$ cat config.mk
export PLATFORM = sky130hd
export DESIGN_NAME = json_like_token_lexer_core_flat
export DESIGN_NICKNAME = d
export VERILOG_FILES = /design/src/rtl/core/jtl_pkg.sv /design/src/rtl/core/jtl_if.sv /design/src/rtl/core/jtl_front.sv /design/src/rtl/core/jtl_queue.sv /design/src/rtl/core/jtl_back.sv /design/src/rtl/core/json_like_token_lexer_core.sv /design/src/flat_wrapper.sv
export SDC_FILE = /design/constraint.sdc
export NUM_CORES = 1
export LEC_CHECK = 0
export BUFFER_PORTS_ARGS = -buffer_cell sky130_fd_sc_hd__buf_2
export CAP_MARGIN = 20
export CORE_UTILIZATION = 55
export CTS_CLUSTER_DIAMETER = 200
export CTS_CLUSTER_SIZE = 40
export DETAILED_ROUTE_END_ITERATION = 7
export PLACE_DENSITY = 0.81
export SLEW_MARGIN = 5
export SYNTH_ARGS = -nofsm -noshare
export SYNTH_HDL_FRONTEND = slang
export SYNTH_HIERARCHICAL = 1
export SYNTH_SLANG_ARGS = --single-unit
export TNS_END_PERCENT = 20
$ cat constraint.sdc
create_clock -name clock -period 18.53 [get_ports clock]
set_input_delay 1.853 -clock clock [delete_from_list [all_inputs] [get_ports clock]]
set_output_delay 1.853 -clock clock [all_outputs]
set_load 0.05 [all_outputs]
$ cat src/rtl/core/jtl_pkg.sv
// Shared widths, token kinds and record types for the JSON-like lexer.
`default_nettype none

package jtl_pkg;

   localparam int POS_BITS  = 24;
   localparam int LINE_BITS = 20;
   localparam int COL_BITS  = 16;
   localparam int BYTE_BITS = 8;
   localparam int KIND_BITS = 4;

   // token queue between lexer and output stage
   localparam int Q_DEPTH = 4;
   localparam int QPTR_W  = $clog2(Q_DEPTH);
   localparam int QCNT_W  = $clog2(Q_DEPTH + 1);

   typedef enum logic [KIND_BITS-1:0] {
      K_EOF,
      K_LBRACE,
      K_RBRACE,
      K_LBRACK,
      K_RBRACK,
      K_COLON,
      K_COMMA,
      K_STRING,
      K_INT,
      K_IDENT,
      K_TRUE,
      K_FALSE,
      K_BADCHAR,
      K_UNTERM
   } kind_type;

   typedef struct packed {
      kind_type               kind;
      logic [POS_BITS-1:0]    start;
      logic [POS_BITS-1:0]    len;
      logic [LINE_BITS-1:0]   line;
      logic [COL_BITS-1:0]    col;
      logic [BYTE_BITS-1:0]   bad;
   } tok_type;

   // one queue entry: the tokens caused by one input item
   typedef struct packed {
      logic    two;
      tok_type t0;
      tok_type t1;
   } ent_type;

   typedef struct packed {
      logic full;
      logic empty;
   } q_stat_type;

endpackage

`default_nettype wire

$ cat src/rtl/core/jtl_if.sv
// Valid/ready channel interfaces for source bytes and tokens.
`default_nettype none

interface jtl_req_if;
   import jtl_pkg::*;
   logic                 valid;
   logic                 ready;
   logic [BYTE_BITS-1:0] byte_in;
   logic                 is_end;

   modport source (output valid, output byte_in, output is_end, input ready);
   modport sink   (input valid, input byte_in, input is_end, output ready);
endinterface

interface jtl_rsp_if;
   import jtl_pkg::*;
   logic                 valid;
   logic                 ready;
   logic [KIND_BITS-1:0] kind;
   logic [POS_BITS-1:0]  start_offset;
   logic [POS_BITS-1:0]  token_length;
   logic [LINE_BITS-1:0] start_line;
   logic [COL_BITS-1:0]  start_column;
   logic [BYTE_BITS-1:0] bad_char;
   logic                 last;

   modport source (output valid, output kind, output start_offset, output token_length,
                   output start_line, output start_column, output bad_char,
                   output last, input ready);
   modport sink   (input valid, input kind, input start_offset, input token_length,
                   input start_line, input start_column, input bad_char,
                   input last, output ready);
endinterface

`default_nettype wire

$ cat src/rtl/core/jtl_front.sv
// Lexer front end: scan state, position counters and token building.
`default_nettype none

module jtl_front (
   input  wire logic                 clock,
   input  wire logic                 reset,
   jtl_req_if.sink                   req_chan,
   input  wire jtl_pkg::q_stat_type  q_stat,
   output logic                      push,
   output jtl_pkg::ent_type          push_ent
);
   import jtl_pkg::*;

   typedef enum logic [2:0] {
      S_IDLE, S_STRING, S_ESC, S_NUMBER, S_IDENT, S_MINUS, S_SLASH, S_COMMENT
   } mode_type;

   localparam logic [BYTE_BITS-1:0] CH_LBRACE = 8'h7B;
   localparam logic [BYTE_BITS-1:0] CH_RBRACE = 8'h7D;
   localparam logic [BYTE_BITS-1:0] CH_LBRACK = 8'h5B;
   localparam logic [BYTE_BITS-1:0] CH_RBRACK = 8'h5D;
   localparam logic [BYTE_BITS-1:0] CH_COLON  = 8'h3A;
   localparam logic [BYTE_BITS-1:0] CH_COMMA  = 8'h2C;
   localparam logic [BYTE_BITS-1:0] CH_QUOTE  = 8'h22;
   localparam logic [BYTE_BITS-1:0] CH_BSLASH = 8'h5C;
   localparam logic [BYTE_BITS-1:0] CH_MINUS  = 8'h2D;
   localparam logic [BYTE_BITS-1:0] CH_SLASH  = 8'h2F;
   localparam logic [BYTE_BITS-1:0] CH_NL     = 8'h0A;
   localparam logic [BYTE_BITS-1:0] CH_CR     = 8'h0D;
   localparam logic [BYTE_BITS-1:0] CH_TAB    = 8'h09;
   localparam logic [BYTE_BITS-1:0] CH_SPACE  = 8'h20;

   // keyword tracker: 1..4 prefixes of true, 5..9 prefixes of false
   localparam logic [3:0] KW_NONE = 4'd0;
   localparam logic [3:0] KW_T    = 4'd1;
   localparam logic [3:0] KW_TR   = 4'd2;
   localparam logic [3:0] KW_TRU  = 4'd3;
   localparam logic [3:0] KW_TRUE = 4'd4;
   localparam logic [3:0] KW_F    = 4'd5;
   localparam logic [3:0] KW_FA   = 4'd6;
   localparam logic [3:0] KW_FAL  = 4'd7;
   localparam logic [3:0] KW_FALS = 4'd8;
   localparam logic [3:0] KW_FALSE = 4'd9;

   localparam logic [POS_BITS-1:0]  POS_MAX  = '1;
   localparam logic [LINE_BITS-1:0] LINE_MAX = '1;
   localparam logic [COL_BITS-1:0]  COL_MAX  = '1;
   localparam logic [LINE_BITS-1:0] LINE_ONE = LINE_BITS'(1);
   localparam logic [COL_BITS-1:0]  COL_ONE  = COL_BITS'(1);

   function automatic logic is_numeral(input logic [BYTE_BITS-1:0] b);
      return (b >= 8'h30) && (b <= 8'h39);
   endfunction

   function automatic logic is_alpha(input logic [BYTE_BITS-1:0] b);
      return ((b >= 8'h61) && (b <= 8'h7A)) || ((b >= 8'h41) && (b <= 8'h5A)) ||
             (b == 8'h5F);
   endfunction

   function automatic logic [3:0] kw_next(input logic [3:0] p, input logic [BYTE_BITS-1:0] b);
      logic [3:0] r;
      r = KW_NONE;
      unique case (p)
         KW_T:    if (b == 8'h72) r = KW_TR;
         KW_TR:   if (b == 8'h75) r = KW_TRU;
         KW_TRU:  if (b == 8'h65) r = KW_TRUE;
         KW_F:    if (b == 8'h61) r = KW_FA;
         KW_FA:   if (b == 8'h6C) r = KW_FAL;
         KW_FAL:  if (b == 8'h73) r = KW_FALS;
         KW_FALS: if (b == 8'h65) r = KW_FALSE;
         default: r = KW_NONE;
      endcase
      return r;
   endfunction

   function automatic kind_type ident_kind(input logic [3:0] p);
      kind_type k;
      if (p == KW_TRUE)       k = K_TRUE;
      else if (p == KW_FALSE) k = K_FALSE;
      else                    k = K_IDENT;
      return k;
   endfunction

   function automatic tok_type mk_tok(input kind_type k, input logic [POS_BITS-1:0] s,
                                      input logic [POS_BITS-1:0] l,
                                      input logic [LINE_BITS-1:0] ln,
                                      input logic [COL_BITS-1:0] c,
                                      input logic [BYTE_BITS-1:0] bad);
      tok_type t;
      t.kind  = k;
      t.start = s;
      t.len   = l;
      t.line  = ln;
      t.col   = c;
      t.bad   = bad;
      return t;
   endfunction

   mode_type              mode_ff, mode_in;
   logic [3:0]            kw_ff, kw_in;
   logic [POS_BITS-1:0]   pos_ff, pos_in, pos_adv;
   logic [LINE_BITS-1:0]  line_ff, line_in, line_adv;
   logic [COL_BITS-1:0]   col_ff, col_in, col_adv;
   logic [POS_BITS-1:0]   ts_ff, ts_in;
   logic [LINE_BITS-1:0]  tl_ff, tl_in;
   logic [COL_BITS-1:0]   tc_ff, tc_in;

   logic                  accept;
   logic [BYTE_BITS-1:0]  b;
   logic                  run_idle;
   logic                  c_v, i_v;
   tok_type               c_tok, i_tok;
   kind_type              single_kind;
   logic                  single;

   assign b              = req_chan.byte_in;
   assign req_chan.ready = !q_stat.full;
   assign accept         = req_chan.valid && !q_stat.full;

   // position after this byte, saturating
   always_comb begin
      pos_adv  = (pos_ff == POS_MAX) ? pos_ff : pos_ff + POS_BITS'(1);
      line_adv = line_ff;
      col_adv  = col_ff;
      if (b == CH_NL) begin
         line_adv = (line_ff == LINE_MAX) ? line_ff : line_ff + LINE_BITS'(1);
         col_adv  = COL_ONE;
      end else if (col_ff != COL_MAX) begin
         col_adv = col_ff + COL_BITS'(1);
      end
   end

   always_comb begin
      single      = 1'b1;
      single_kind = K_LBRACE;
      unique case (b)
         CH_LBRACE: single_kind = K_LBRACE;
         CH_RBRACE: single_kind = K_RBRACE;
         CH_LBRACK: single_kind = K_LBRACK;
         CH_RBRACK: single_kind = K_RBRACK;
         CH_COLON:  single_kind = K_COLON;
         CH_COMMA:  single_kind = K_COMMA;
         default:   single = 1'b0;
      endcase
   end

   always_comb begin
      mode_in  = mode_ff;
      kw_in    = kw_ff;
      pos_in   = pos_adv;
      line_in  = line_adv;
      col_in   = col_adv;
      ts_in    = ts_ff;
      tl_in    = tl_ff;
      tc_in    = tc_ff;
      run_idle = 1'b0;
      c_v      = 1'b0;
      i_v      = 1'b0;
      c_tok    = mk_tok(K_EOF, ts_ff, '0, tl_ff, tc_ff, '0);
      i_tok    = mk_tok(K_EOF, pos_ff, '0, line_ff, col_ff, '0);

      if (req_chan.is_end) begin
         // flush held token, then end token, then back to reset state
         unique case (mode_ff)
            S_NUMBER: begin
               c_v   = 1'b1;
               c_tok = mk_tok(K_INT, ts_ff, pos_ff - ts_ff, tl_ff, tc_ff, '0);
            end
            S_IDENT: begin
               c_v   = 1'b1;
               c_tok = mk_tok(ident_kind(kw_ff), ts_ff, pos_ff - ts_ff, tl_ff, tc_ff, '0);
            end
            S_STRING, S_ESC: begin
               c_v   = 1'b1;
               c_tok = mk_tok(K_UNTERM, ts_ff, '0, tl_ff, tc_ff, '0);
            end
            S_MINUS: begin
               c_v   = 1'b1;
               c_tok = mk_tok(K_BADCHAR, ts_ff, '0, tl_ff, tc_ff, CH_MINUS);
            end
            S_SLASH: begin
               c_v   = 1'b1;
               c_tok = mk_tok(K_BADCHAR, ts_ff, '0, tl_ff, tc_ff, CH_SLASH);
            end
            default: c_v = 1'b0;
         endcase
         i_v     = 1'b1;
         mode_in = S_IDLE;
         kw_in   = KW_NONE;
         pos_in  = '0;
         line_in = LINE_ONE;
         col_in  = COL_ONE;
         ts_in   = '0;
         tl_in   = LINE_ONE;
         tc_in   = COL_ONE;
      end else begin
         unique case (mode_ff)
            S_STRING: begin
               if (b == CH_QUOTE) begin
                  c_v     = 1'b1;
                  c_tok   = mk_tok(K_STRING, ts_ff, pos_adv - ts_ff, tl_ff, tc_ff, '0);
                  mode_in = S_IDLE;
               end else if (b == CH_BSLASH) begin
                  mode_in = S_ESC;
               end else if (b == CH_NL) begin
                  c_v     = 1'b1;
                  c_tok   = mk_tok(K_UNTERM, ts_ff, '0, tl_ff, tc_ff, '0);
                  mode_in = S_IDLE;
               end
            end
            S_ESC: mode_in = S_STRING;
            S_NUMBER: begin
               if (!is_numeral(b)) begin
                  c_v      = 1'b1;
                  c_tok    = mk_tok(K_INT, ts_ff, pos_ff - ts_ff, tl_ff, tc_ff, '0);
                  run_idle = 1'b1;
               end
            end
            S_IDENT: begin
               if (is_alpha(b) || is_numeral(b)) begin
                  kw_in = kw_next(kw_ff, b);
               end else begin
                  c_v      = 1'b1;
                  c_tok    = mk_tok(ident_kind(kw_ff), ts_ff, pos_ff - ts_ff, tl_ff, tc_ff, '0);
                  kw_in    = KW_NONE;
                  run_idle = 1'b1;
               end
            end
            S_MINUS: begin
               if (is_numeral(b)) begin
                  mode_in = S_NUMBER;
               end else begin
                  c_v      = 1'b1;
                  c_tok    = mk_tok(K_BADCHAR, ts_ff, '0, tl_ff, tc_ff, CH_MINUS);
                  run_idle = 1'b1;
               end
            end
            S_SLASH: begin
               if (b == CH_SLASH) begin
                  mode_in = S_COMMENT;
               end else begin
                  c_v      = 1'b1;
                  c_tok    = mk_tok(K_BADCHAR, ts_ff, '0, tl_ff, tc_ff, CH_SLASH);
                  run_idle = 1'b1;
               end
            end
            S_COMMENT: if (b == CH_NL) mode_in = S_IDLE;
            S_IDLE:    run_idle = 1'b1;
            default:   mode_in = S_IDLE;
         endcase

         // lex the byte afresh, from the unadvanced position
         if (run_idle) begin
            mode_in = S_IDLE;
            if (!((b == CH_SPACE) || (b == CH_TAB) || (b == CH_CR) || (b == CH_NL))) begin
               ts_in = pos_ff;
               tl_in = line_ff;
               tc_in = col_ff;
               if (single) begin
                  i_v   = 1'b1;
                  i_tok = mk_tok(single_kind, pos_ff, POS_BITS'(1), line_ff, col_ff, '0);
               end else if (b == CH_QUOTE) begin
                  mode_in = S_STRING;
               end else if (is_numeral(b)) begin
                  mode_in = S_NUMBER;
               end else if (b == CH_MINUS) begin
                  mode_in = S_MINUS;
               end else if (b == CH_SLASH) begin
                  mode_in = S_SLASH;
               end else if (is_alpha(b)) begin
                  mode_in = S_IDENT;
                  kw_in   = (b == 8'h74) ? KW_T : ((b == 8'h66) ? KW_F : KW_NONE);
               end else begin
                  i_v   = 1'b1;
                  i_tok = mk_tok(K_BADCHAR, pos_ff, '0, line_ff, col_ff, b);
               end
            end
         end
      end
   end

   assign push         = accept && (c_v || i_v);
   assign push_ent.two = c_v && i_v;
   assign push_ent.t0  = c_v ? c_tok : i_tok;
   assign push_ent.t1  = i_tok;

   always_ff @(posedge clock) begin
      if (reset) begin
         mode_ff <= S_IDLE;
         kw_ff   <= KW_NONE;
         pos_ff  <= '0;
         line_ff <= LINE_ONE;
         col_ff  <= COL_ONE;
         ts_ff   <= '0;
         tl_ff   <= LINE_ONE;
         tc_ff   <= COL_ONE;
      end else if (accept) begin
         mode_ff <= mode_in;
         kw_ff   <= kw_in;
         pos_ff  <= pos_in;
         line_ff <= line_in;
         col_ff  <= col_in;
         ts_ff   <= ts_in;
         tl_ff   <= tl_in;
         tc_ff   <= tc_in;
      end
   end

endmodule

`default_nettype wire

$ cat src/rtl/core/jtl_queue.sv
// Small FIFO of token entries between lexer front end and output stage.
`default_nettype none

module jtl_queue (
   input  wire logic             clock,
   input  wire logic             reset,
   input  wire logic             push,
   input  wire jtl_pkg::ent_type push_ent,
   input  wire logic             pop,
   output jtl_pkg::ent_type      pop_ent,
   output jtl_pkg::q_stat_type   q_stat
);
   import jtl_pkg::*;

   localparam logic [QPTR_W-1:0] PTR_LAST = QPTR_W'(Q_DEPTH - 1);
   localparam logic [QCNT_W-1:0] CNT_FULL = QCNT_W'(Q_DEPTH);

   ent_type              mem [Q_DEPTH];
   logic [QPTR_W-1:0]    wr_ff, rd_ff;
   logic [QCNT_W-1:0]    cnt_ff;
   logic                 do_push, do_pop;

   assign q_stat.full  = (cnt_ff == CNT_FULL);
   assign q_stat.empty = (cnt_ff == '0);
   assign do_push      = push && !q_stat.full;
   assign do_pop       = pop && !q_stat.empty;
   assign pop_ent      = mem[rd_ff];

   always_ff @(posedge clock) begin
      if (do_push) mem[wr_ff] <= push_ent;
   end

   always_ff @(posedge clock) begin
      if (reset) begin
         wr_ff  <= '0;
         rd_ff  <= '0;
         cnt_ff <= '0;
      end else begin
         if (do_push) wr_ff <= (wr_ff == PTR_LAST) ? '0 : wr_ff + QPTR_W'(1);
         if (do_pop)  rd_ff <= (rd_ff == PTR_LAST) ? '0 : rd_ff + QPTR_W'(1);
         if (do_push && !do_pop)      cnt_ff <= cnt_ff + QCNT_W'(1);
         else if (do_pop && !do_push) cnt_ff <= cnt_ff - QCNT_W'(1);
      end
   end

endmodule

`default_nettype wire

$ cat src/rtl/core/jtl_back.sv
// Output stage: takes one queue entry and sends its one or two tokens.
`default_nettype none

module jtl_back (
   input  wire logic                 clock,
   input  wire logic                 reset,
   input  wire jtl_pkg::q_stat_type  q_stat,
   input  wire jtl_pkg::ent_type     pop_ent,
   output logic                      pop,
   jtl_rsp_if.source                 rsp_chan
);
   import jtl_pkg::*;

   logic     hold_ff;
   logic     idx_ff;
   ent_type  ent_ff;
   tok_type  cur;
   logic     fin;
   logic     sent;

   assign cur  = idx_ff ? ent_ff.t1 : ent_ff.t0;
   assign sent = hold_ff && rsp_chan.ready;
   assign fin  = sent && (idx_ff || !ent_ff.two);
   assign pop  = (!hold_ff || fin) && !q_stat.empty;

   assign rsp_chan.valid        = hold_ff;
   assign rsp_chan.kind         = cur.kind;
   assign rsp_chan.start_offset = cur.start;
   assign rsp_chan.token_length = cur.len;
   assign rsp_chan.start_line   = cur.line;
   assign rsp_chan.start_column = cur.col;
   assign rsp_chan.bad_char     = cur.bad;
   assign rsp_chan.last         = idx_ff || !ent_ff.two;

   always_ff @(posedge clock) begin
      if (reset) begin
         hold_ff <= 1'b0;
         idx_ff  <= 1'b0;
      end else if (pop) begin
         hold_ff <= 1'b1;
         idx_ff  <= 1'b0;
      end else if (fin) begin
         hold_ff <= 1'b0;
         idx_ff  <= 1'b0;
      end else if (sent) begin
         idx_ff <= 1'b1;
      end
   end

   always_ff @(posedge clock) begin
      if (pop) ent_ff <= pop_ent;
   end

endmodule

`default_nettype wire

$ cat src/rtl/core/json_like_token_lexer_core.sv
// Top level of the streaming lexer for a JSON-like language.
//
//   channel   dir  handshake               item
//   req_chan  in   valid/ready             byte_in, is_end (one source byte or end mark)
//   rsp_chan  out  valid/ready             kind, start_offset, token_length,
//                                          start_line, start_column, bad_char, last
//
// One byte is accepted per cycle while the token queue is not full; the lexer state
// and counters update in that cycle. A byte's tokens are written into the queue and
// then loaded into the output stage register before they are offered on rsp_chan.
// A byte yields zero, one or two tokens; the output stage sends one token per cycle
// while rsp_chan.ready is high; a two-token byte holds it until both tokens are sent.
// A four-entry token queue sits between lexer and output stage; req_chan.ready drops
// only when that queue is full, so output stalls reach the input after five
// token-bearing bytes (four queued, one held in the output stage).
// Reset is synchronous, active high; it clears the scan state, counters and queue.
`default_nettype none

module json_like_token_lexer_core (
   input  wire logic   clock,
   input  wire logic   reset,
   jtl_req_if.sink     req_chan,
   jtl_rsp_if.source   rsp_chan
);
   import jtl_pkg::*;

   q_stat_type  q_stat;    // queue full / empty
   ent_type     push_ent;  // tokens of the byte just accepted
   ent_type     pop_ent;   // head of queue
   logic        push;
   logic        pop;

   // front end: scan state machine, one byte per accepted item
   jtl_front u_front (
      .clock    (clock),
      .reset    (reset),
      .req_chan (req_chan),
      .q_stat   (q_stat),
      .push     (push),
      .push_ent (push_ent)
   );

   // decoupling queue, one entry per byte that produced tokens
   jtl_queue u_queue (
      .clock    (clock),
      .reset    (reset),
      .push     (push),
      .push_ent (push_ent),
      .pop      (pop),
      .pop_ent  (pop_ent),
      .q_stat   (q_stat)
   );

   // back end: registered output, splits two-token entries
   jtl_back u_back (
      .clock    (clock),
      .reset    (reset),
      .q_stat   (q_stat),
      .pop_ent  (pop_ent),
      .pop      (pop),
      .rsp_chan (rsp_chan)
   );

endmodule

`default_nettype wire
$ cat src/flat_wrapper.sv
// flat-port wrapper written by rule: the top's interface ports become plain ports
module json_like_token_lexer_core_flat import jtl_pkg::*;
  (clock, reset, req_chan_valid, req_chan_byte_in, req_chan_is_end, req_chan_ready, rsp_chan_valid, rsp_chan_kind, rsp_chan_start_offset, rsp_chan_token_length, rsp_chan_start_line, rsp_chan_start_column, rsp_chan_bad_char, rsp_chan_last, rsp_chan_ready);
  jtl_req_if req_chan_i ();
  jtl_rsp_if rsp_chan_i ();
  input  wire logic clock;
  input  wire logic reset;
  input wire logic [$bits(req_chan_i.valid)-1:0] req_chan_valid;
  input wire logic [$bits(req_chan_i.byte_in)-1:0] req_chan_byte_in;
  input wire logic [$bits(req_chan_i.is_end)-1:0] req_chan_is_end;
  output wire logic [$bits(req_chan_i.ready)-1:0] req_chan_ready;
  output wire logic [$bits(rsp_chan_i.valid)-1:0] rsp_chan_valid;
  output wire logic [$bits(rsp_chan_i.kind)-1:0] rsp_chan_kind;
  output wire logic [$bits(rsp_chan_i.start_offset)-1:0] rsp_chan_start_offset;
  output wire logic [$bits(rsp_chan_i.token_length)-1:0] rsp_chan_token_length;
  output wire logic [$bits(rsp_chan_i.start_line)-1:0] rsp_chan_start_line;
  output wire logic [$bits(rsp_chan_i.start_column)-1:0] rsp_chan_start_column;
  output wire logic [$bits(rsp_chan_i.bad_char)-1:0] rsp_chan_bad_char;
  output wire logic [$bits(rsp_chan_i.last)-1:0] rsp_chan_last;
  input wire logic [$bits(rsp_chan_i.ready)-1:0] rsp_chan_ready;
  assign req_chan_i.valid = req_chan_valid;
  assign req_chan_i.byte_in = req_chan_byte_in;
  assign req_chan_i.is_end = req_chan_is_end;
  assign req_chan_ready = req_chan_i.ready;
  assign rsp_chan_valid = rsp_chan_i.valid;
  assign rsp_chan_kind = rsp_chan_i.kind;
  assign rsp_chan_start_offset = rsp_chan_i.start_offset;
  assign rsp_chan_token_length = rsp_chan_i.token_length;
  assign rsp_chan_start_line = rsp_chan_i.start_line;
  assign rsp_chan_start_column = rsp_chan_i.start_column;
  assign rsp_chan_bad_char = rsp_chan_i.bad_char;
  assign rsp_chan_last = rsp_chan_i.last;
  assign rsp_chan_i.ready = rsp_chan_ready;
  json_like_token_lexer_core u_core (.clock(clock), .reset(reset), .req_chan(req_chan_i), .rsp_chan(rsp_chan_i));
endmodule
======== Word level (Yosys, flattened, before mapping) ========
Memories as Yosys holds them, arrays and structs flattened. A register that Yosys moved wholly into a read port is not among the register bits.
Cells that the tools add are included.
Widths: inputs -> output; s select.
operators by class
  add/sub/neg operators ................... 9
  $lt $le $gt $ge ......................... 6
  equality and inequality tests ........... 49
  multiplexer cells ....................... 106
  reduce and logical (&&, ||, !) cells .... 45
operators with widths
  kind                   number
  $mux 96                19
  $pmux 96 s5            2
  $mux 20                6
  $mux 24                5
  $eq 8x7->1 const B     14
  $mux 16                6
  $mux 3                 21
  $mux 4                 13
  $eq 8x6->1 const B     6
  $sub 24x24->24         2
  $pmux 3 s5             2
  $pmux 4 s7             1
  $add 24x1->24 const B  1
  $eq 24x24->1 const B   1
  $eq 8x4->1 const B     3
  $mux 1                 23
  $add 20x1->20 const B  1
  $eq 20x20->1 const B   1
  $add 16x1->16 const B  1
  $eq 4x3->1 const B     4
  $ge 8x7->1 const B     2
  $le 8x7->1 const B     2
  $ne 16x16->1 const B   1
  $eq 3x3->1 const B     5
  other kinds (28)       73
storage, ports and cells
  bits in registers ....................... 136
  memory bits (writable) .................. 772
  bits of input ports ..................... 13
  output and inout port bits .............. 99
  logic and storage cells ................. 229
  memories kept ........................... 1
memories
  memory              words  width  read ports  clocked after Yosys merged registers in  wr ports  line             RTL
  u_core.u_queue.mem  4      193    1           1                                        1         jtl_queue.sv:18  ent_type mem [Q_DEPTH];

======== Logic depth before layout (Yosys ltp) ========
  word-level depth ........................ 20
  gate-level depth with buffers ........... 17
  depth with buffers taken out ............ 16

======== Hierarchy ========
The synthesis kept the hierarchy.
modules (own cells, without submodules)
  module     times used  cells each  area each (um^2)  sequential area each (um^2)
  jtl_queue  1           1058        28436.0           23362.4
  jtl_front  1           1323        9927.0            2542.4
  jtl_back   1           311         7053.0            5835.6

======== Worst setup path before layout ========
No wires, ideal clock.
  kind .................................... input-to-reg
  start point ............................. input port rsp_chan_ready
  end point ............................... register u_core.u_queue.cnt_ff[2]
  arrival ................................. 14.155 ns
  required time ........................... 18.460 ns
  slack ................................... 4.304 ns
  stages .................................. 9
  path through ............................ nand2_1 -> a21oi_1 -> o31ai_1 -> ha_1 -> inv_1 -> fa_1 -> xor2_1 -> or3_1 -> a21oi_1
between the ends
  cells in the longest elaborated chain, start to end .. 8
RTL lines
  item                                                line                              RTL
  start, declared                                     flat_wrapper.sv:20                input wire logic [$bits(rsp_chan_i.ready)-1:0] rsp_chan_ready;
  $logic_and 1x1->1 (*)                               jtl_back.sv:22                    assign sent = hold_ff && rsp_chan.ready;
  $logic_and 1x1->1 (*)                               jtl_back.sv:23                    assign fin = sent && (idx_ff || !ent_ff.two);
  $logic_or 1x1->1 (*)                                jtl_back.sv:24                    assign pop = (!hold_ff || fin) && !q_stat.empty;
  $logic_and 1x1->1 (*)                               jtl_back.sv:24
  via u_core.pop                                      json_like_token_lexer_core.sv:31  logic pop;
  $logic_and 1x1->1 (*)                               jtl_queue.sv:26                   assign do_pop = pop && !q_stat.empty;
  $logic_not 1->1                                     jtl_queue.sv:41                   if (do_push && !do_pop) cnt_ff <= cnt_ff + QCNT_W'(1);
  $logic_and 1x1->1                                   jtl_queue.sv:41
  $mux 3 / $reduce_bool 2->1 (equally long branches)  -
  end signal, assigned                                jtl_queue.sv:41
  end signal, assigned                                jtl_queue.sv:42                   else if (do_pop && !do_push) cnt_ff <= cnt_ff - QCNT_W'(1);
  end, declared                                       jtl_queue.sv:20                   logic [QCNT_W-1:0] cnt_ff;
Mark *: on every way through the listed nets, which the timed path passes. The rest lies on a longest branch.
A chain may end at the register's enable or synchronous reset.

======== Final worst setup path ========
  start point ............................. input port req_chan_byte_in[1]
  end point ............................... memory u_core/u_queue/mem[1][77] (netlist name), enable pin
between the ends
  cells in the longest elaborated chain, start to end .. 18
RTL lines
  item                                             line                              RTL
  start, declared                                  flat_wrapper.sv:9                 input wire logic [$bits(req_chan_i.byte_in)-1:0] req_chan_byte_in;
  $ge 8x7->1 / $le 8x7->1 (equally long branches)  jtl_front.sv:56                   return ((b >= 8'h61) && (b <= 8'h7A)) || ((b >= 8'h41) && (b <= 8'h5A)) ||
  $logic_and 1x1->1                                jtl_front.sv:56
  $logic_or 1x1->1 (2 in a row)                    jtl_front.sv:56
  $mux 1                                           jtl_front.sv:270                  end else if (is_alpha(b)) begin
  $mux 1                                           jtl_front.sv:268                  end else if (b == CH_SLASH) begin
  $mux 1                                           jtl_front.sv:266                  end else if (b == CH_MINUS) begin
  $mux 1                                           jtl_front.sv:264                  end else if (is_numeral(b)) begin
  $mux 1                                           jtl_front.sv:262                  end else if (b == CH_QUOTE) begin
  [... 2 more ...]                                 -
  $mux 1                                           jtl_front.sv:253                  if (run_idle) begin
  $mux 1                                           jtl_front.sv:162                  if (req_chan.is_end) begin
  $logic_or 1x1->1 (*)                             jtl_front.sv:282                  assign push = accept && (c_v || i_v);
  $logic_and 1x1->1 (*)                            jtl_front.sv:282
  via u_core.push                                  json_like_token_lexer_core.sv:30  logic push;
  $logic_and 1x1->1 (*)                            jtl_queue.sv:25                   assign do_push = push && !q_stat.full;
  $mux 1 (*)                                       jtl_queue.sv:30                   if (do_push) mem[wr_ff] <= push_ent;
  $mux 1 (not written as such) (*)                 jtl_queue.sv:30
  end, declared                                    jtl_queue.sv:18
Mark *: on every way through the listed nets, which the timed path passes. The rest lies on a longest branch. The select of a mux whose other input is x is not followed.

==> metrics.txt <==
status=finished, final reports clean; final WL=between 90 and 100 mm; number of buffers created by CTS=31; CP Capture Type=flop; antenna fix cells=0; Max-Cap Viols=0; relative slew slack=0.277; Ports=between 100 and 150; period utilization=0.332; Max FO, Critical Path=58; Routed Antenna Nets=0; mux share of post-synthesis cell area=0.121; DRC=0; clk_skew=0.0335 ns; fillcell total=around 5900; final setup fails=0; mean post-synth cell area=approximately 17 um2; pre-CTS worst setup slack=11.73 ns; Yosys reg bits=1103; via count=approximately 24000; most common flop cell mapped by yosys=edfxtp_1; Synth Area in XOR/XNOR=0.0177; Seq/Total Area, Yosys=0.699; main combinational cell family by area after synthesis=multiplexers; Site Rows=roughly 110; die width=about 290 um; wire per inst=~25 um; later-pin clock latency in the skew report=between 0.6 and 0.7 ns; hpwl dp=58.8 mm; min cycle time layout=just over 6 ns; final worst setup slack=roughly 12 ns; Post-Layout Cell Count=~3800; synthesis-to-finish area growth=4.87%; Chip Height=about 290 um; distinct cell type count after synthesis=92; Worst Max-Slew Pin Slew=between 1 and 1.5 ns; # port buffers=111; Final Wtd Congestion=0.894; CTS resizes=0; first-pass GRT wire length=approximately 140 mm; Clock transition at path regs=around 0.13 ns; Hold-fix buffers, CTS=0; Simple-Gate Fraction of Synth Area=0.0612; gr ovfl total=0; post-route setup TNS=0 ns; Final Hold Viols=0; Cell Pwr Density=131 mW/mm2; DR iter-0 viols=approximately 2700; CP Class=input pin to flop; htree depth=1; Core Region=0.0818 mm2; LEAKAGE=between 15 and 20 nW; Async SR Flop Fraction=0; # nets final=~2800; initial antenna violation count=2; highest clock rate=about 160 MHz; Worst EP arrival=roughly 6.5 ns; most common cell in the netlist=edfxtp_1; Root Driver=clkbuf_16; clk sinks=roughly 1100; area share of the largest cell type after synthesis=0.638; Cells after Synth=roughly 2700; Compound-Gate Fraction of Synth Area=0.0577; dpl cells=around 3800; Synth warnings=6; gr usage total=0.223; vias in the first global route=approximately 24000; drt pass-1 iters=6; Worst Setup Start Kind=input pin; largest cells by area after synthesis=edfxtp_1, mux4_2, dfxtp_1; clk buf depth=3; RSZ-0062 raised after global routing=no; largest net degree at the start of global routing=116; Peak VDD IR=approximately 0.095 mV; die footprint=approximately 0.084 mm2; synthesized cell area=roughly 0.045 mm2; Hold Crit Class=flop to flop; layout cells sized above 1=0.187; Slew Viols, Final=0; Post-CTS Setup Repair Bufs=0; number of synthesized flops with an enable pin=965; synth cell count leaders=edfxtp_1, nand2_1, mux4_2; clock tree from TritonCTS=built; Initial Util=0.555; drt via density=approximately 6.2; Req. time, crit path=roughly 19 ns; area leader, netlist=edfxtp_1; Post-Synth Adder-Cell Area=0.0165
path summary, 6_finish.rpt:
| kind | start | end | slack (ns) | cells past startpoint |
|---|---|---|---|---|
| worst max-delay path | req_chan_byte_in[1] | u_core/u_queue/mem[1][77]$_DFFE_PP_ | 12.37 | 11 |
| worst max register to register | u_core/u_front/mode_ff[0]$_SDFFE_PP0P_ | u_core/u_queue/mem[1][77]$_DFFE_PP_ | 13.23 | 8 |
| worst min register to register | u_core/u_front/tl_ff[0]$_SDFFE_PP1P_ | u_core/u_front/tl_ff[0]$_SDFFE_PP1P_ | 0.49 | 2 |
| worst min-delay path | u_core/u_front/tl_ff[0]$_SDFFE_PP1P_ | u_core/u_front/tl_ff[0]$_SDFFE_PP1P_ | 0.49 | 2 |
metrics by stage:
stage	hold slack (ns)	utilization	total power [mW]	instance area [um2]
2_1_floorplan	0.431	-	4.99	45500
3_3_place_gp	0.443	0.570	5.24	46600
3_5_place_dp	0.454	0.570	5.30	46700
4_1_cts	0.483	0.581	6.26	47600
5_1_grt	0.507	0.582	6.45	47600
6_report	0.489	0.582	6.22	47600
cell type report:
cell class | instances | area, um2 | area share
Inverter | 48 | 180 | 0.00378
Sequential cell | 1103 | 31800 | 0.667
Timing Repair Buffer | 145 | 883 | 0.0185
Clock buffer | 56 | 870 | 0.0183
Clock inverter | 2 | 28.8 | 0.000604
Multi-Input combinational cell | 1404 | 12600 | 0.264
Tap cell | 1070 | 1340 | 0.0281
where the power goes:
part           switching (mW)  leakage (nW)  total (mW)  internal, mW
Sequential              0.149          10.3        3.44          3.29
Combinational            1.17          4.98        1.78         0.614
Clock                   0.665         0.426       0.993         0.328
Total                    1.98          15.7        6.22          4.24
registers in the layout, indices dropped and copies added (netlist names), named ones only:
register / count
u_core/u_front/ts_ff: 24
u_core/u_back/idx_ff: 1
u_core/u_front/tc_ff: 16
u_core/u_back/ent_ff: 193
u_core/u_front/mode_ff: 3
u_core/u_queue/wr_ff: 2
u_core/u_front/kw_ff: 4
u_core/u_queue/mem: 772
u_core/u_front/line_ff: 20
u_core/u_queue/cnt_ff: 3
u_core/u_front/pos_ff: 24
u_core/u_front/col_ff: 16
u_core/u_queue/rd_ff: 2
u_core/u_back/rsp_chan.valid: 1
u_core/u_front/tl_ff: 20
cells by family (layout without fill, tap and decap cells):
family,count (synthesis),count (layout)
buffers and inverters,207,251
other,1,23
AND/OR/NAND/NOR,559,559
adder cells (fa/ha/maj),58,58
AO/OA/AOI/OAI,377,377
flip-flops,1103,1103
XOR/XNOR,92,92
multiplexers,295,295
placed cells by master, fill, tap and decap left out, types with 26 or more instances in the layout:
master,synthesis,final
nor2_1,117,116
nand2_1,206,206
edfxtp_1,965,965
o21ai_0,58,58
nand3_1,40,40
xnor2_1,41,41
dfxtp_1,138,135
mux2_2,97,97
a22o_1,60,60
a21oi_1,76,75
buf_4,28,29
and2_1,27,26
xor2_1,51,51
buf_2,57,111
ha_1,55,55
clkbuf_16,0,31
inv_1,47,47
mux4_2,193,193
o21ai_1,30,30
metal layers:
metal | vias to the layer above | GRT usage | part of all wire
li1 | 10530 | - | -
met1 | 12218 | 0.323 | 0.42
met2 | 889 | 0.374 | 0.50
met3 | 76 | 0.0244 | 0.064
met4 | 0 | 0.0400 | 0.015
met5 | - | 0 | 0
critical path, cell delays in order:
cell and delay, ns:
buf_2 0.28, and2_1 0.32, o2111a_2 0.29, nor2_1 0.09
or4_1 0.58, inv_1 0.10, a21oi_1 0.12, a21oi_1 0.63
and3_4 0.74, buf_4 0.60, buf_4 0.78
(Power assumes the default switching activity.)
